$ cat src/hdl/adsr_pkg.sv
// Shared widths, register indexes and controller/datapath command types for the ADSR block.
package adsr_pkg;

	localparam int COUNT_BITS  = 24;
	localparam int SAMPLE_BITS = 16;

	// Gain is unsigned Q16 with one integer bit, so unity fits exactly.
	localparam int FRAC_BITS = 16;
	localparam int GAIN_BITS = FRAC_BITS + 1;
	localparam logic [GAIN_BITS-1:0] UNITY = GAIN_BITS'(1) << FRAC_BITS;

	// Division: numerator is a count times a gain, quotient is below unity.
	localparam int QUO_BITS = GAIN_BITS;
	localparam int NUM_BITS = COUNT_BITS + GAIN_BITS;
	localparam int DIV_CNT_BITS = $clog2(QUO_BITS);

	// One multiplier serves both the ramp numerator and the final scaling.
	localparam int MUL_A_BITS = (COUNT_BITS > SAMPLE_BITS) ? COUNT_BITS : SAMPLE_BITS;
	localparam int MUL_BITS   = MUL_A_BITS + GAIN_BITS;
	localparam logic [MUL_BITS-1:0] ROUND_HALF = MUL_BITS'(1) << (FRAC_BITS - 1);

	// Configuration port.
	localparam int CFG_IDX_BITS  = 3;
	localparam int CFG_DATA_BITS = (COUNT_BITS > GAIN_BITS) ? COUNT_BITS : GAIN_BITS;

	localparam logic [CFG_IDX_BITS-1:0] REG_ATTACK  = 3'd0;
	localparam logic [CFG_IDX_BITS-1:0] REG_DECAY   = 3'd1;
	localparam logic [CFG_IDX_BITS-1:0] REG_RELEASE = 3'd2;
	localparam logic [CFG_IDX_BITS-1:0] REG_SUSTAIN = 3'd3;
	localparam logic [CFG_IDX_BITS-1:0] REG_CLIP    = 3'd4;

	typedef struct packed {
		logic [COUNT_BITS-1:0] attack_length;
		logic [COUNT_BITS-1:0] decay_length;
		logic [COUNT_BITS-1:0] release_length;
		logic [GAIN_BITS-1:0]  sustain_level;
		logic [COUNT_BITS-1:0] clip_length;
	} cfg_t;

	// Commands from the controller to the datapath, one per step.
	typedef struct packed {
		logic load;
		logic bound;
		logic merge;
		logic select;
		logic mul_num;
		logic div_step;
		logic gain;
		logic mul_scale;
	} dp_cmd_t;

	typedef struct packed {
		logic div_last;
	} dp_status_t;

endpackage

$ cat src/hdl/adsr_in_if.sv
// Input channel: one audio sample word with valid/ready handshake.
interface adsr_in_if
	import adsr_pkg::*;
();
	logic                          valid;
	logic                          ready;
	logic signed [SAMPLE_BITS-1:0] sample_in;

	modport source (output valid, output sample_in, input ready);
	modport sink (input valid, input sample_in, output ready);
endinterface

$ cat src/hdl/adsr_out_if.sv
// Output channel: one shaped sample word with clip end flag and valid/ready handshake.
interface adsr_out_if
	import adsr_pkg::*;
();
	logic                          valid;
	logic                          ready;
	logic signed [SAMPLE_BITS-1:0] sample_out;
	logic                          clip_end;

	modport source (output valid, output sample_out, output clip_end, input ready);
	modport sink (input valid, input sample_out, input clip_end, output ready);
endinterface

$ cat src/hdl/adsr_ctrl.sv
// Sequencer that steps the envelope datapath through one sample word.
module adsr_ctrl
	import adsr_pkg::*;
(
	input  logic       clk,
	input  logic       arst_n,
	input  logic       start,
	input  logic       out_free,
	input  dp_status_t status,
	output dp_cmd_t    cmd,
	output logic       idle,
	output logic       push
);

	typedef enum logic [3:0] {
		ST_IDLE,
		ST_BOUND,
		ST_MERGE,
		ST_SELECT,
		ST_MUL_NUM,
		ST_DIV,
		ST_GAIN,
		ST_MUL_SCALE,
		ST_EMIT
	} state_t;

	state_t state_q;

	always_ff @(posedge clk or negedge arst_n) begin
		if (!arst_n) begin
			state_q <= ST_IDLE;
		end else begin
			case (state_q)
				ST_IDLE:      if (start) state_q <= ST_BOUND;
				ST_BOUND:     state_q <= ST_MERGE;
				ST_MERGE:     state_q <= ST_SELECT;
				ST_SELECT:    state_q <= ST_MUL_NUM;
				ST_MUL_NUM:   state_q <= ST_DIV;
				ST_DIV:       if (status.div_last) state_q <= ST_GAIN;
				ST_GAIN:      state_q <= ST_MUL_SCALE;
				ST_MUL_SCALE: state_q <= ST_EMIT;
				ST_EMIT:      if (out_free) state_q <= ST_IDLE;
				default:      state_q <= ST_IDLE;
			endcase
		end
	end

	assign idle = (state_q == ST_IDLE);
	assign push = (state_q == ST_EMIT) && out_free;

	always_comb begin
		cmd           = '0;
		cmd.load      = (state_q == ST_IDLE) && start;
		cmd.bound     = (state_q == ST_BOUND);
		cmd.merge     = (state_q == ST_MERGE);
		cmd.select    = (state_q == ST_SELECT);
		cmd.mul_num   = (state_q == ST_MUL_NUM);
		cmd.div_step  = (state_q == ST_DIV);
		cmd.gain      = (state_q == ST_GAIN);
		cmd.mul_scale = (state_q == ST_MUL_SCALE);
	end

endmodule

$ cat src/hdl/adsr_dp.sv
// Envelope datapath: position counter, phase selection, shared multiplier and serial divider.
module adsr_dp
	import adsr_pkg::*;
(
	input  logic                          clk,
	input  logic                          arst_n,
	input  cfg_t                          cfg,
	input  logic signed [SAMPLE_BITS-1:0] sample,
	input  dp_cmd_t                       cmd,
	output dp_status_t                    status,
	output logic signed [SAMPLE_BITS-1:0] res_sample,
	output logic                          res_last
);

	typedef enum logic [2:0] {
		PH_ATTACK,
		PH_DECAY,
		PH_SUSTAIN,
		PH_RELEASE,
		PH_ZERO
	} phase_t;

	logic [COUNT_BITS-1:0]   pos_q;
	logic [COUNT_BITS-1:0]   n_q;
	logic [COUNT_BITS-1:0]   idx_q;
	logic                    last_q;
	logic                    neg_q;
	logic [SAMPLE_BITS-1:0]  mag_q;
	logic [COUNT_BITS:0]     ss_q;
	logic [COUNT_BITS:0]     se_q;
	logic [GAIN_BITS-1:0]    s_q;
	phase_t                  phase_q;
	logic [COUNT_BITS-1:0]   opa_q;
	logic [GAIN_BITS-1:0]    opb_q;
	logic [COUNT_BITS-1:0]   dvs_q;
	logic [COUNT_BITS-1:0]   rem_q;
	logic [QUO_BITS-1:0]     quo_q;
	logic [DIV_CNT_BITS-1:0] cnt_q;
	logic [GAIN_BITS-1:0]    gain_q;
	logic [MUL_BITS-1:0]     prod_q;

	// Position and clip bookkeeping for the word being accepted.
	logic [COUNT_BITS-1:0]  n_eff;
	logic [COUNT_BITS-1:0]  n_m1;
	logic                   is_last;
	logic [SAMPLE_BITS-1:0] raw;

	assign n_eff   = (cfg.clip_length == '0) ? COUNT_BITS'(1) : cfg.clip_length;
	assign n_m1    = n_eff - COUNT_BITS'(1);
	assign is_last = (pos_q >= n_m1);
	assign raw     = sample;

	always_ff @(posedge clk or negedge arst_n) begin
		if (!arst_n) begin
			pos_q <= '0;
		end else if (cmd.load) begin
			pos_q <= is_last ? '0 : pos_q + COUNT_BITS'(1);
		end
	end

	// Phase selection.
	logic [COUNT_BITS:0]   idx_x;
	logic [COUNT_BITS-1:0] rel;
	phase_t                phase_d;

	assign idx_x = {1'b0, idx_q};
	assign rel   = idx_q - se_q[COUNT_BITS-1:0];

	always_comb begin
		if (idx_q < cfg.attack_length) begin
			phase_d = PH_ATTACK;
		end else if (idx_x < ss_q) begin
			phase_d = PH_DECAY;
		end else if (idx_x < se_q) begin
			phase_d = PH_SUSTAIN;
		end else if (cfg.release_length == '0 || rel >= cfg.release_length) begin
			phase_d = PH_ZERO;
		end else begin
			phase_d = PH_RELEASE;
		end
	end

	// Shared multiplier.
	logic [MUL_A_BITS-1:0] mul_x;
	logic [GAIN_BITS-1:0]  mul_y;
	logic [MUL_BITS-1:0]   product;

	assign mul_x   = cmd.mul_scale ? MUL_A_BITS'(mag_q) : MUL_A_BITS'(opa_q);
	assign mul_y   = cmd.mul_scale ? gain_q : opb_q;
	assign product = MUL_BITS'(mul_x) * MUL_BITS'(mul_y);

	// Restoring divider, one quotient bit per step.
	logic [COUNT_BITS:0] trial;
	logic [COUNT_BITS:0] trial_diff;
	logic                trial_ge;

	assign trial      = {rem_q, quo_q[QUO_BITS-1]};
	assign trial_diff = trial - {1'b0, dvs_q};
	assign trial_ge   = (trial >= {1'b0, dvs_q});

	assign status.div_last = (cnt_q == DIV_CNT_BITS'(QUO_BITS - 1));

	always_ff @(posedge clk) begin
		if (cmd.load) begin
			n_q    <= n_eff;
			last_q <= is_last;
			idx_q  <= is_last ? n_m1 : pos_q;
			neg_q  <= raw[SAMPLE_BITS-1];
			mag_q  <= raw[SAMPLE_BITS-1] ? (~raw + SAMPLE_BITS'(1)) : raw;
		end
		if (cmd.bound) begin
			ss_q <= {1'b0, cfg.attack_length} + {1'b0, cfg.decay_length};
			se_q <= (cfg.release_length >= n_q) ? '0
				: {1'b0, n_q - cfg.release_length};
			s_q  <= (cfg.sustain_level > UNITY) ? UNITY : cfg.sustain_level;
		end
		if (cmd.merge && se_q < ss_q) begin
			se_q <= ss_q;
		end
		if (cmd.select) begin
			phase_q <= phase_d;
			case (phase_d)
				PH_ATTACK: begin
					opa_q <= idx_q;
					opb_q <= UNITY;
					dvs_q <= cfg.attack_length;
				end
				PH_DECAY: begin
					opa_q <= idx_q - cfg.attack_length;
					opb_q <= UNITY - s_q;
					dvs_q <= cfg.decay_length;
				end
				PH_RELEASE: begin
					opa_q <= rel;
					opb_q <= s_q;
					dvs_q <= cfg.release_length;
				end
				default: begin
					opa_q <= '0;
					opb_q <= '0;
					dvs_q <= COUNT_BITS'(1);
				end
			endcase
		end
		if (cmd.mul_num) begin
			rem_q <= product[NUM_BITS-1:QUO_BITS];
			quo_q <= product[QUO_BITS-1:0];
			cnt_q <= '0;
		end
		if (cmd.div_step) begin
			rem_q <= trial_ge ? trial_diff[COUNT_BITS-1:0] : trial[COUNT_BITS-1:0];
			quo_q <= {quo_q[QUO_BITS-2:0], trial_ge};
			cnt_q <= cnt_q + DIV_CNT_BITS'(1);
		end
		if (cmd.gain) begin
			case (phase_q)
				PH_ATTACK:  gain_q <= quo_q;
				PH_DECAY:   gain_q <= UNITY - quo_q;
				PH_RELEASE: gain_q <= s_q - quo_q;
				PH_SUSTAIN: gain_q <= s_q;
				default:    gain_q <= '0;
			endcase
		end
		if (cmd.mul_scale) begin
			prod_q <= product;
		end
	end

	// Round half away from zero on the magnitude, then restore the sign.
	logic [MUL_BITS-1:0]    rounded;
	logic [SAMPLE_BITS-1:0] scaled;

	assign rounded    = prod_q + ROUND_HALF;
	assign scaled     = rounded[FRAC_BITS +: SAMPLE_BITS];
	assign res_sample = neg_q ? (~scaled + SAMPLE_BITS'(1)) : scaled;
	assign res_last   = last_q;

`ifndef NO_ASSERTIONS
	a_wrap_on_last: assert property (@(posedge clk) disable iff (!arst_n)
		cmd.load && is_last |=> pos_q == '0)
		else $error("position did not wrap after the last sample of a clip");

	a_idx_in_clip: assert property (@(posedge clk) disable iff (!arst_n)
		cmd.load |=> idx_q < n_q)
		else $error("envelope index lies outside the clip");
`endif

endmodule

$ cat src/hdl/adsr_envelope_apply.sv
// Top level of the linear ADSR envelope: configuration registers, output register and sequencer.
//
// Each word taken on the audio channel is one signed sample of a clip. The block multiplies it
// by a linear attack, decay, sustain and release gain chosen from a position counter, and sends
// the rounded result with a clip end flag on the shaped channel.
// Both channels use valid/ready; a word moves at a rising edge where both are high.
// Configuration is written through cfg_we, cfg_index and cfg_data, one register per edge, and
// should only be changed while no word is in flight. Writes to unknown indexes are ignored.
// Each word passes through the bound, merge, select, numerator multiply, divide, gain, scale
// and emit steps; the 17-step restoring divider forms the ramp gain. Input is not ready again
// until the current word's result has moved into the output register.
// The result sits in an output register, so the next input word is accepted while a finished
// word still waits; if the receiver stalls, the following word is held at its last step until
// the output register frees, and further input waits.
// Reset clears the position counter, empties the output register and returns the registers to
// zero lengths, unity sustain and a clip length of one. A change of configuration leaves the
// position counter where it is.
module adsr_envelope_apply
	import adsr_pkg::*;
(
	input  logic                     clk,
	input  logic                     arst_n,
	input  logic                     cfg_we,
	input  logic [CFG_IDX_BITS-1:0]  cfg_index,
	input  logic [CFG_DATA_BITS-1:0] cfg_data,
	adsr_in_if.sink                  audio,
	adsr_out_if.source               shaped
);

	// Configuration register bank. Each register keeps the low bits of the data it is given.
	cfg_t cfg_q;

	always_ff @(posedge clk or negedge arst_n) begin
		if (!arst_n) begin
			cfg_q.attack_length  <= '0;
			cfg_q.decay_length   <= '0;
			cfg_q.release_length <= '0;
			cfg_q.sustain_level  <= UNITY;
			cfg_q.clip_length    <= COUNT_BITS'(1);
		end else if (cfg_we) begin
			case (cfg_index)
				REG_ATTACK:  cfg_q.attack_length  <= cfg_data[COUNT_BITS-1:0];
				REG_DECAY:   cfg_q.decay_length   <= cfg_data[COUNT_BITS-1:0];
				REG_RELEASE: cfg_q.release_length <= cfg_data[COUNT_BITS-1:0];
				REG_SUSTAIN: cfg_q.sustain_level  <= cfg_data[GAIN_BITS-1:0];
				REG_CLIP:    cfg_q.clip_length    <= cfg_data[COUNT_BITS-1:0];
				default: begin
				end
			endcase
		end
	end

	// Sequencer and datapath.
	dp_cmd_t                       cmd;
	dp_status_t                    status;
	logic                          idle;
	logic                          push;
	logic                          out_free;
	logic signed [SAMPLE_BITS-1:0] res_sample;
	logic                          res_last;

	adsr_ctrl u_ctrl (
		.clk      (clk),
		.arst_n   (arst_n),
		.start    (audio.valid),
		.out_free (out_free),
		.status   (status),
		.cmd      (cmd),
		.idle     (idle),
		.push     (push)
	);

	adsr_dp u_dp (
		.clk        (clk),
		.arst_n     (arst_n),
		.cfg        (cfg_q),
		.sample     (audio.sample_in),
		.cmd        (cmd),
		.status     (status),
		.res_sample (res_sample),
		.res_last   (res_last)
	);

	assign audio.ready = idle;

	// Output register. It can take a new word when it is empty or its word leaves this cycle.
	logic                          out_valid_q;
	logic signed [SAMPLE_BITS-1:0] sample_out_q;
	logic                          clip_end_q;

	assign out_free = !out_valid_q || shaped.ready;

	always_ff @(posedge clk or negedge arst_n) begin
		if (!arst_n) begin
			out_valid_q <= 1'b0;
		end else if (push) begin
			out_valid_q <= 1'b1;
		end else if (shaped.ready) begin
			out_valid_q <= 1'b0;
		end
	end

	always_ff @(posedge clk) begin
		if (push) begin
			sample_out_q <= res_sample;
			clip_end_q   <= res_last;
		end
	end

	assign shaped.valid      = out_valid_q;
	assign shaped.sample_out = sample_out_q;
	assign shaped.clip_end   = clip_end_q;

`ifndef NO_ASSERTIONS
	a_no_overwrite: assert property (@(posedge clk) disable iff (!arst_n)
		push |-> (!out_valid_q || shaped.ready))
		else $error("result pushed over a word that has not been taken");

	a_accept_not_push: assert property (@(posedge clk) disable iff (!arst_n)
		(audio.valid && audio.ready) |-> !push)
		else $error("input accepted while a result was being pushed");

	a_busy_after_accept: assert property (@(posedge clk) disable iff (!arst_n)
		(audio.valid && audio.ready) |=> !audio.ready)
		else $error("input still ready in the cycle after a word was taken");
`endif

endmodule

$ cat src/flat_wrapper.sv
// flat-port wrapper written by rule: the top's interface ports become plain ports
module adsr_envelope_apply_flat import adsr_pkg::*;
  (clk, arst_n, cfg_we, cfg_index, cfg_data, audio_valid, audio_sample_in, audio_ready, shaped_valid, shaped_sample_out, shaped_clip_end, shaped_ready);
  adsr_in_if audio_i ();
  adsr_out_if shaped_i ();
  input  logic clk;
  input  logic arst_n;
  input  logic cfg_we;
  input  logic [CFG_IDX_BITS-1:0] cfg_index;
  input  logic [CFG_DATA_BITS-1:0] cfg_data;
  input wire logic [$bits(audio_i.valid)-1:0] audio_valid;
  input wire logic [$bits(audio_i.sample_in)-1:0] audio_sample_in;
  output wire logic [$bits(audio_i.ready)-1:0] audio_ready;
  output wire logic [$bits(shaped_i.valid)-1:0] shaped_valid;
  output wire logic [$bits(shaped_i.sample_out)-1:0] shaped_sample_out;
  output wire logic [$bits(shaped_i.clip_end)-1:0] shaped_clip_end;
  input wire logic [$bits(shaped_i.ready)-1:0] shaped_ready;
  assign audio_i.valid = audio_valid;
  assign audio_i.sample_in = audio_sample_in;
  assign audio_ready = audio_i.ready;
  assign shaped_valid = shaped_i.valid;
  assign shaped_sample_out = shaped_i.sample_out;
  assign shaped_clip_end = shaped_i.clip_end;
  assign shaped_i.ready = shaped_ready;
  adsr_envelope_apply u_core (.clk(clk), .arst_n(arst_n), .cfg_we(cfg_we), .cfg_index(cfg_index), .cfg_data(cfg_data), .audio(audio_i), .shaped(shaped_i));
endmodule
$ cat config.mk
export PLATFORM = sky130hd
export DESIGN_NAME = adsr_envelope_apply_flat
export DESIGN_NICKNAME = d
export VERILOG_FILES = /design/src/hdl/adsr_pkg.sv /design/src/hdl/adsr_in_if.sv /design/src/hdl/adsr_out_if.sv /design/src/hdl/adsr_ctrl.sv /design/src/hdl/adsr_dp.sv /design/src/hdl/adsr_envelope_apply.sv /design/src/flat_wrapper.sv
export SDC_FILE = /design/constraint.sdc
export NUM_CORES = 2
export LEC_CHECK = 0
export ABC_AREA = 0
export ABC_CLOCK_PERIOD_IN_PS = 9500
export BUFFER_PORTS_ARGS = -buffer_cell sky130_fd_sc_hd__clkbuf_2
export CAP_MARGIN = 40
export CORE_ASPECT_RATIO = 1.5
export CORE_UTILIZATION = 40
export DETAILED_ROUTE_END_ITERATION = 10
export SLEW_MARGIN = 20
export SYNTH_ARGS = -nofsm -noshare
export SYNTH_HDL_FRONTEND = slang
export SYNTH_SLANG_ARGS = --single-unit
$ cat constraint.sdc
create_clock -name clk -period 9.5 [get_ports clk]
set_clock_uncertainty 0.05 [all_clocks]
set_input_delay 0.95 -clock clk [delete_from_list [all_inputs] [get_ports clk]]
set_output_delay 0.95 -clock clk [all_outputs]
set_load 0.03 [all_outputs]
==> results.py <==
metrics = {
    "clocking": {
        "cts.sinks": 440,
        "cts_hold_buf": 0,
        "cts_tree": "built",
        "clk_pin_slew_ns": 0.07,
        "cts_inserted_buffers": 50,
        "ctsLongestPathBuffers": 3,
        "h-tree-depth": 2,
        "root_buffer": "clkbuf_16",
        "ctsResizeCount": 0,
        "post_cts_buffers": 0,
        "clk_latency_ns": 0.63,
    },
    "cells_and_area": {
        "drive_gt1_frac": 0.07684,
        "nNetsFinal": 5224,
        "fin_cells": 5834,
        "antennaDiodeCount": 0,
        "area_growth_pct": 9.576,
    },
    "drt": {
        "vias": 31861,
        "wl_per_cell_um": 21.19,
        "drt-initial-drc-count": 2121,
        "ant_nets": 0,
        "drt_wl_total_mm": 123.6,
        "drt_first_pass_iters": 6,
        "drcViolationCount": 0,
        "viasPerCell": 5.461,
    },
    "grt": {
        "antenna_found_initial": 1,
        "grt_start_max_net_pins": 76,
        "grt_pass1_wl_mm": 189.9,
        "grt_use_total": 0.2392,
        "grt_overflow": 0,
        "grt_pass1_vias": 33148,
    },
    "die": {
        "start_util": 0.4054,
        "dieWidth_um": 264.0,
        "io_pins": 67,
        "rows": 143,
        "die_y_um": 395.0,
        "fp.coreArea_um2": 101600,
        "die_area_um2": 104300,
    },
    "sta": {
        "min_period_ns": 8.921,
        "fin_setup_tns_ns": 0,
        "worst_pin_slew_ns": 0.8669,
        "fmaxAchievable_ghz": 0.1121,
        "finalCritPeriodShare": 0.9390,
        "grt_setup_unrepaired": "no",
        "finalHoldViolations": 0,
        "slew_headroom": 0.4145,
        "finalSetupViolations": 0,
        "slew_viol_final": 0,
    },
    "worst_setup_path": {
        "required_ns": 9.82,
        "cp_common_cell": "fa_1",
        "start_kind": "flip-flop",
        "cp_slowest_cell": "mux2i_1",
        "worst-setup-path-type": "reg -> reg",
        "critPathMaxFanout": 56,
        "cp-end-kind": "flip-flop",
        "r2r_cells": 26,
        "worstPathArrival_ns": 9.24,
        "max_stage_delay_ns": 0.69,
    },
    "logic_synthesis": {
        "synth_cell_types": 79,
        "synth_top_flop_cell": "edfxtp_1",
        "synth_area_leaders": "edfxtp_1, fa_1, ha_1",
        "yosysSeqAreaShare": 0.3035,
        "syn_inst": 4463,
        "synth_commonest_cells": "nand2_1, inv_1, nor2_1, ha_1, fa_1",
        "synthMostInstantiatedCell": "nand2_1",
        "syn_nets": 5200,
        "syn_area_per_cell_um2": 9.231,
        "async_flop_share": 0.3227,
        "yosys_warnings": 0,
        "synth_top_area_frac": 0.2172,
        "ys_seq_elements": 440,
        "synth_edf_count": 298,
        "synth_top_area_cell": "edfxtp_1",
        "syn-cell-area_um2": 41200,
    },
    "run_status": {
        "status": "finished, final reports clean",
    },
    "flow_run": {
        "maxCapViolations": 0,
    },
    "hold_path": {
        "hold_path.class": "in -> async",
    },
    "place": {
        "gp_congestion": 0.9559,
        "io_buffers": 66,
        "dp.cells": 5737,
        "dpl.hpwl_mm": 100.6,
    },
}
==> cell families after synthesis <==
logic type               share of synthesized area
flip-flops                                  0.3035
AND/OR/NAND/NOR                             0.1549
AO/OA/AOI/OAI                               0.1233
buffers and inverters                      0.07095
XOR/XNOR                                   0.04890
adder cells (fa/ha/maj)                     0.2703
multiplexers                               0.02803
==> registers in the layout, summed over array words and instances (netlist names), 5 cells and up <==
name	count
u_core.cfg_q	113
u_core.u_dp.se_q	25
u_core.u_dp.ss_q	25
u_core.u_dp.dvs_q	24
u_core.u_dp.idx_q	24
u_core.u_dp.n_q	24
u_core.u_dp.opa_q	24
u_core.u_dp.pos_q	24
u_core.u_dp.rem_q	24
u_core.u_dp.gain_q	17
u_core.u_dp.opb_q	17
u_core.u_dp.prod_q	17
u_core.u_dp.quo_q	17
u_core.u_dp.s_q	17
u_core.shaped.sample_out	16
u_core.u_dp.mag_q	16
u_core.u_dp.cnt_q	5
==> layout make-up <==
class | count | area (µm²)
Fill cell | 9936 | 56490
Multi-Input combinational cell | 3253 | 25880
Sequential cell | 440 | 12500
Inverter | 597 | 2242
Tap cell | 1305 | 1633
Clock buffer | 64 | 1396
Timing Repair Buffer | 145 | 1064
Clock inverter | 30 | 419.2
==> cells in the final DEF (no fill, tap or decap), types with 40 or more instances in the layout <==
master,netlist,routed
ha_1,354,354
mux2_2,67,67
and3_1,59,59
nor3_1,63,60
edfxtp_1,298,298
xnor2_1,146,146
nor2_1,400,397
o21ai_0,220,220
a21o_1,81,81
a211oi_1,48,47
nor2b_1,47,47
a21oi_1,177,177
clkbuf_2,1,65
dfrtp_1,140,140
fa_1,335,335
nand3_1,72,71
nand2b_1,42,42
buf_4,2,65
xor2_1,84,84
nand2_1,622,620
clkbuf_16,0,52
a31oi_1,49,49
inv_1,594,594
mux2i_1,40,40
==> layer usage <==
metal	vias up	part of all wire	GRT usage
li1	15040	-	-
met1	15639	0.36	0.2551
met2	857	0.52	0.4464
met3	325	0.038	0.02098
met4	0	0.075	0.1580
met5	-	0	0
==> through the flow <==
stage          utilization  instance area [µm²]  hold WS [ns]  setup slack (ns)
6_report            0.4442                45140       0.05822            0.5792
5_1_grt             0.4442                45140       0.03850            0.2052
4_1_cts             0.4435                45070        0.3275            0.6998
3_5_place_dp        0.4257                43260        0.4306            0.7151
3_3_place_gp        0.4240                43090        0.4063            0.7911
2_1_floorplan            -                41200        0.3503             1.223
==> worst max-delay path, delay by kind of cell, from the launching register on <==
family	cells	cell delay [ns]
and+or+nand+nor	4	1.11
buffers and inverters	5	0.51
adders and majority gates	7	3.50
muxes	1	0.69
DFF	1	0.50
AOI/OAI and AO/OA	9	2.25
==> worst paths after layout <==
kind,to,slack (ns),start
worst max-delay path,u_core.u_dp.rem_q[22]$_DFFE_PP_,0.58,u_core.u_ctrl.state_q[2]$_DFFE_PN0P_
worst min register to register,u_core.u_dp.n_q[1]$_DFFE_PP_,0.44,u_core.cfg_q[1]$_DFFE_PN0P_
worst max register to register,u_core.u_dp.rem_q[22]$_DFFE_PP_,0.58,u_core.u_ctrl.state_q[2]$_DFFE_PN0P_
min in group clk,u_core.u_dp.n_q[1]$_DFFE_PP_,0.44,u_core.cfg_q[1]$_DFFE_PN0P_
worst min-delay path,u_core.cfg_q[85]$_DFFE_PN0P_,0.06,arst_n
max in group asynchronous,u_core.cfg_q[40]$_DFFE_PN1P_,7.94,arst_n
Power is not shown: default switching activity piles up to over one toggle a cycle in this logic, so the estimate is an artifact.
